### src/rtl/mat3_pkg.sv
// shared types and constants of the 3x3 matrix inverse pipeline
package mat3_pkg;

  localparam int EW   = 32;   // width of one matrix entry
  localparam int NE   = 9;    // entries per matrix
  localparam int PW   = 64;   // product of two entries
  localparam int CW   = 65;   // cofactor
  localparam int TW   = 97;   // one determinant term
  localparam int DETW = 98;   // determinant sum
  localparam int DMW  = 97;   // determinant magnitude
  localparam int QW   = 32;   // quotient bits produced by the divider
  localparam int DIV0 = 8;    // first divider stage
  localparam int NST  = DIV0 + QW + 1;

  localparam logic [QW-1:0] QLIM_POS = 32'h7FFF_FFFF;
  localparam logic [QW-1:0] QLIM_NEG = 32'h8000_0000;

  typedef logic signed [EW-1:0]   elem_t;
  typedef logic signed [PW-1:0]   prod_t;
  typedef logic signed [CW-1:0]   cof_t;
  typedef logic signed [TW-1:0]   term_t;
  typedef logic signed [DETW-1:0] det_t;
  typedef logic [DMW-1:0]         dmag_t;
  typedef logic [PW-1:0]          cmag_t;
  typedef logic [3:0]             idx_t;

  // one quotient lane of the divider
  typedef struct packed {
    logic          neg;
    logic          big;
    dmag_t         rem;
    logic [QW-1:0] qs;
  } lane_t;

  // divider stage contents, divisor shared by all lanes
  typedef struct packed {
    logic              dzero;
    dmag_t             d;
    lane_t [NE-1:0]    lane;
  } divst_t;

  // cofactor k = a[p]*a[q] - a[r]*a[s], matrix entries row by row
  localparam idx_t COF_IDX [NE][4] = '{
    '{4, 8, 7, 5}, '{2, 7, 1, 8}, '{1, 5, 2, 4},
    '{5, 6, 3, 8}, '{0, 8, 2, 6}, '{3, 2, 0, 5},
    '{3, 7, 6, 4}, '{6, 1, 0, 7}, '{0, 4, 3, 1}
  };

endpackage

### src/rtl/mat3_prep.sv
// two pipeline stages: sign and magnitude, then divider lane set-up
module mat3_prep #(
  parameter int FRAC_BITS = 16
) (
  input  logic                    clk,
  input  logic [1:0]              en,
  input  mat3_pkg::det_t          det,
  input  mat3_pkg::cof_t [8:0]    cof,
  output mat3_pkg::divst_t        ds
);
  import mat3_pkg::*;

  localparam int NW = PW + 2 * FRAC_BITS;

  det_t              ndet;
  cof_t [NE-1:0]     ncof;
  logic              dneg;
  logic              dzero;
  dmag_t             dmag;
  logic [NE-1:0]     cneg;
  cmag_t [NE-1:0]    cmag;
  logic [NW-1:0]     num [NE];
  divst_t            ds_next;

  // magnitudes
  always_comb begin
    ndet = -det;
    for (int k = 0; k < NE; k++) begin
      ncof[k] = -cof[k];
    end
  end

  always_ff @(posedge clk) begin
    if (en[0]) begin
      dneg  <= det[DETW-1];
      dzero <= (det == '0);
      dmag  <= det[DETW-1] ? ndet[DMW-1:0] : det[DMW-1:0];
      for (int k = 0; k < NE; k++) begin
        cneg[k] <= cof[k][CW-1];
        cmag[k] <= cof[k][CW-1] ? ncof[k][PW-1:0] : cof[k][PW-1:0];
      end
    end
  end

  // scaled numerator, overflow check and first partial remainder
  always_comb begin
    ds_next.dzero = dzero;
    ds_next.d     = dmag;
    for (int k = 0; k < NE; k++) begin
      num[k] = {cmag[k], {(2 * FRAC_BITS){1'b0}}};
      ds_next.lane[k].neg = cneg[k] ^ dneg;
      ds_next.lane[k].big = DMW'(num[k][NW-1:QW]) >= dmag;
      ds_next.lane[k].rem = DMW'(num[k][NW-1:QW]);
      ds_next.lane[k].qs  = num[k][QW-1:0];
    end
  end

  always_ff @(posedge clk) begin
    if (en[1]) begin
      ds <= ds_next;
    end
  end

endmodule

### config.mk
export PLATFORM = sky130hd
export DESIGN_NAME = mat3_prep
export DESIGN_NICKNAME = d
export VERILOG_FILES = /design/src/rtl/mat3_pkg.sv /design/src/rtl/mat3_prep.sv
export SDC_FILE = /design/constraint.sdc
export NUM_CORES = 2
export LEC_CHECK = 0
export ABC_AREA = 0
export BUFFER_PORTS_ARGS = -buffer_cell sky130_fd_sc_hd__buf_2
export CORE_AREA = 8 8 753 755
export DETAILED_ROUTE_END_ITERATION = 12
export DIE_AREA = 0 0 761 763
export PLACE_DENSITY_LB_ADDON = 0.1
export SKIP_LAST_GASP = 1
export SYNTH_ARGS = -nofsm -noshare
export SYNTH_HDL_FRONTEND = slang
export SYNTH_SLANG_ARGS = --single-unit
### constraint.sdc
create_clock -name clk -period 10.65 [get_ports clk]
set_input_delay 0.5325 -clock clk [delete_from_list [all_inputs] [get_ports clk]]
set_output_delay 0.5325 -clock clk [all_outputs]
set_load 0.02 [all_outputs]
* After elaboration in Yosys (flattened, before gate mapping)
Index checks and enable logic that the tools add are counted.
Operators by class: $add $sub $neg 10, multipliers 0, divide/modulo/power cells 0, order comparisons 9, equal/unequal tests 0, shift-type cells 0, muxes and demuxes 10, bitwise operators 9, reductions and logical operators 1
Operator list (number):
- >= comparator 64 x 97 -> 1 bit | 9
- 2-to-1 mux 64 bit | 9
- negation 64 bit | 9
- logical NOT 98 bit | 1
- 2-to-1 mux 97 bit | 1
- negation 97 bit | 1
- bitwise XOR 1 bit | 9
Storage, ports and cells: register bits after elaboration 1376, bits in latches 0, memory bits (writable) 0, ROM bits 0, input port bits 686, output and inout port bits 1277, word-level logic and storage cells 81, memories 0

* Logic depth before layout (Yosys ltp)
word-level depth 2, mapped depth 11

* Worst setup path after synthesis
OpenSTA, ideal clock, no wires.
path kind input to register, from in cof[329] (netlist bit), to reg cmag[377] (netlist bit) (data pin), arrival time 3452 ps, slack 6936 ps, stages 10, buffers on the path 1, path through or3_1 -> or4_4 -> or3_4 -> or3_4 -> or3_4 -> or4_4 -> or2_1 -> buf_6 -> o41ai_4 -> xnor2_1
On the way: word-level cells in the longest chain between the ends 2
Ends and longest elaborated chain:
- from (decl) | RTL line mat3_prep.sv:8 | input mat3_pkg::cof_t [8:0] cof,
- negation 64 bit | RTL line mat3_prep.sv:29 | ncof[k] = -cof[k];
- 2-to-1 mux 64 bit | RTL line mat3_prep.sv:40 | cmag[k] <= cof[k][CW-1] ? ncof[k][PW-1:0] : cof[k][PW-1:0];
- to (signal, indexed assignment) | RTL line mat3_prep.sv:40
- to (decl) | RTL line mat3_prep.sv:21 | cmag_t [NE-1:0] cmag;
Every way passes these cells. A chain may end at the register's enable or synchronous reset.

* Worst setup path after layout
from in cof[353] (netlist bit), to reg cmag[379] (netlist bit) (data pin)
Same word-level chain as after synthesis.

==> key figures <==
GRT
  • GR Overflow Total: 0
  • Gr usage total: 14.5%
  • Largest net degree at the start of global routing: 122
  • Initial antenna violation count: 195
  • First-pass GRT wire length: 567000 um
  • Number of global-route vias before repair: 57.4k

Finish
  • Share of layout cells above drive strength 1: 22.9%
  • Final Core Density: 18.0%
  • Area added between synthesis and finish: 39.0%
  • Final nets: 9086
  • Fill cells: 60.9k

Worst setup path
  • Startpoint types: input port
  • Family with the most delay on the worst path: simple AND/OR/NAND/NOR gates
  • Slowest stage delay, CP: 770 ps
  • Slowest cell on crit path: nor3_1
  • Worst EP arrival: 5580 ps
  • Crit Path Category: in2reg
  • Required @ worst endpoint: 11270 ps
  • CP Cell Sequence: dlygate4sd3_1 -> buf_2 -> or4_1 -> nor3_1 -> nand2_1 -> buf_4 -> or3_4 -> or3_4 -> or4_4 -> or2_1 -> o31ai_2 -> xnor2_1 -> dlygate4sd3_1
  • WP buf/inv: 4
  • Crit-path max FO: 6
  • Worst setup EP type: flop

Clock tree
  • Clock tree buffer depth: 4
  • CTS tree: built
  • Total CTS buffers: 199
  • Post-CTS Setup Inserts: 0
  • Clk sinks: 1376
  • Worst-Skew Late Latency: 900 ps
  • PostCTS Resize Cnt: 0
  • H-tree level count: 4
  • Hold_buf cts: 720
  • Clock-pin slew on the worst setup and hold paths: 60 ps
  • Cell at the root of the clock tree: clkbuf_16

Floorplanning
  • Core Rows: 274
  • Initial core utilization: 13.0%
  • Die Wd: 761 um
  • Top Ports: 1963
  • Die Span Y: 763 um
  • Core area: 555000 um^2
  • DIE AREA: 581000 um^2

Synthesis
  • Mapped Area: 71900 um^2
  • Synth Warn #: 0
  • Yosys top cell area share: 57.5%
  • Synth area leaders: edfxtp_1 (57%), ha_1 (10%), xnor2_1 (7.8%)
  • Post-Syn Area per Cell: 13.1 um^2
  • Post-Syn Instances: 5483
  • Distinct cell type count after synthesis: 68
  • Seq/Total Area, Yosys: 57.5%
  • Flops & latches, synth: 1376
  • Post-synth top area cell: edfxtp_1
  • Synth async-reset ratio: 0%
  • Post-synth EDFFs: 1376
  • Synth Flop Type: edfxtp_1

STA
  • RSZ-0062 raised after global routing: false
  • Fin crit share: 46.6%
  • Setup Skew: 43.8 ps
  • Rel. slew slack: 5.92%
  • Setup Total Neg Slack: 0 ps
  • Final-report hold violation count: 0
  • Setup Viol. Count Final: 0
  • Fmax: 202 MHz
  • Post-layout minimum cycle time: 4960 ps
  • Worst-Margin Slew: 1410 ps
  • Pins over their slew limit: 0

Placed design
  • Dpl hpwl: 372000 um
  • Port Buffers: 1377
  • Final GP Congestion: 0.818

Detailed routing
  • Vias: 54.5k
  • Initial drt markers: 3271
  • Final WL: 444000 um
  • DRT Pass-1 Iters: 5
  • DRC: 0
  • Antenna-violating nets left: 0
  • Routed wire per std cell: 29.0 um
  • Vias per cell: 3.56

Status
  • Outcome: finished, final reports clean

Flow run
  • Maxcap violations: 0

Power and ir drop
  • Leak pwr: 37.8 nW
  • Max IR drop VDD: 0.117 mV
  • PwrDens: 168 nW/um^2

Worst hold path
  • HP Class: in2reg
[cells by family after synthesis]
kind of cell | share of synthesized area [%]
and+or+nand+nor | 7.74
xor gates and xnor gates | 8.06
AOI/OAI and AO/OA | 9.40
other | 0.00522
buffers and inverters | 7.13
DFF | 57.5
adders and majority gates | 10.2
[power by group]
part / internal (W) / total (W) / switching, W
clock network: 0.00368 / 0.00650 / 0.00282
registers: 0.00663 / 0.00711 / 0.000480
logic: 0.00110 / 0.00322 / 0.00212
[synthesized netlist by cell type (79+ instances only)]
library cell and instances:
a21o_1 164, a21oi_1 167, buf_4 585, clkbuf_1 79
edfxtp_1 1376, ha_1 586, inv_1 108, nand2_1 298
nand4_1 108, nor2_1 125, o21ai_0 310, o31ai_1 196
o41ai_1 99, or3_1 116, or4_1 82, xnor2_1 639
[worst paths after layout]
path             from   endpoint  slack [ps]  cells after the start
max          cof[353]  cmag[379]        5690                     13
min          cof[571]  cmag[563]          80                      2
max reg2reg   dmag[2]    ds[391]        6290                     11
min reg2reg     dzero   ds[1276]         430                      0
[placed cells by master (no fill, tap or decap), types with 8 or more instances in the layout]
| cell type | n |
|---|---|
| ha_1 | 586 |
| o41ai_1 | 98 |
| dlygate4sd3_1 | 720 |
| nor3_1 | 59 |
| nor4_1 | 58 |
| a21oi_1 | 167 |
| conb_1 | 585 |
| buf_12 | 8 |
| or3_1 | 116 |
| clkbuf_1 | 45 |
| o31ai_1 | 196 |
| or2_2 | 36 |
| buf_4 | 112 |
| and4_1 | 13 |
| nand3_1 | 58 |
| o21ai_0 | 310 |
| nor2_1 | 125 |
| clkinv_1 | 54 |
| nor2b_1 | 21 |
| bufinv_16 | 9 |
| nand4_1 | 108 |
| nand2b_1 | 34 |
| a221oi_1 | 8 |
| edfxtp_1 | 1376 |
| nand2_1 | 298 |
| a211oi_1 | 19 |
| o21a_1 | 8 |
| clkinv_2 | 39 |
| and2_1 | 9 |
| inv_1 | 97 |
| a21o_1 | 164 |
| xor2_1 | 23 |
| diode_2 | 49 |
| buf_2 | 1374 |
| clkbuf_16 | 201 |
| or4_1 | 82 |
| xnor2_1 | 635 |
[worst reg2reg max path, delay by kind of cell, from the launching register on]
family	cells	cell delay, ps
AO/OA/AOI/OAI	7	2700
adder cells (fa/ha/maj)	1	320
buffers and inverters	1	630
flip-flops	1	390
AND/OR/NAND/NOR	2	190
[layer usage]
layer	share of wire, %	track usage [%]
met1	41	17.1
met2	52	26.9
met3	4.3	2.26
met4	3.6	4.34
met5	0.025	0
[sequential cells by signal (all words and copies together), names as in the netlist]
signal and count:
cmag 576, ds 692, dneg 1, cneg 9, dzero 1, dmag 97
[per-stage QoR]
| step | worst slack, ps | hold WS (ps) | power (W) | std cells | cell area (um^2) |
|---|---|---|---|---|---|
| floorplan | 6940 | 400 | 0.00854 | 6067 | 74100 |
| global placement | 5730 | 417 | 0.0102 | 14207 | 86500 |
| detailed placement | 5730 | 419 | 0.0103 | 14207 | 86500 |
| CTS | 5920 | 2.79 | 0.0173 | 15287 | 99800 |
| global route | 5660 | 23.2 | 0.0176 | 15305 | 99900 |
| finish | 5690 | 79.2 | 0.0168 | 15336 | 100000 |
[area by class of cell]
cell class	count	area, um^2	area share (%)
Antenna cell	49	123	0.123
Clock buffer	246	5200	5.20
Clock inverter	114	930	0.930
Inverter	108	405	0.406
Multi-Input combinational cell	3913	27700	27.7
Sequential cell	1376	41300	41.3
Tap cell	7314	9150	9.16
Timing Repair Buffer	2216	15100	15.1
Power figures use the tool's default switching activity.
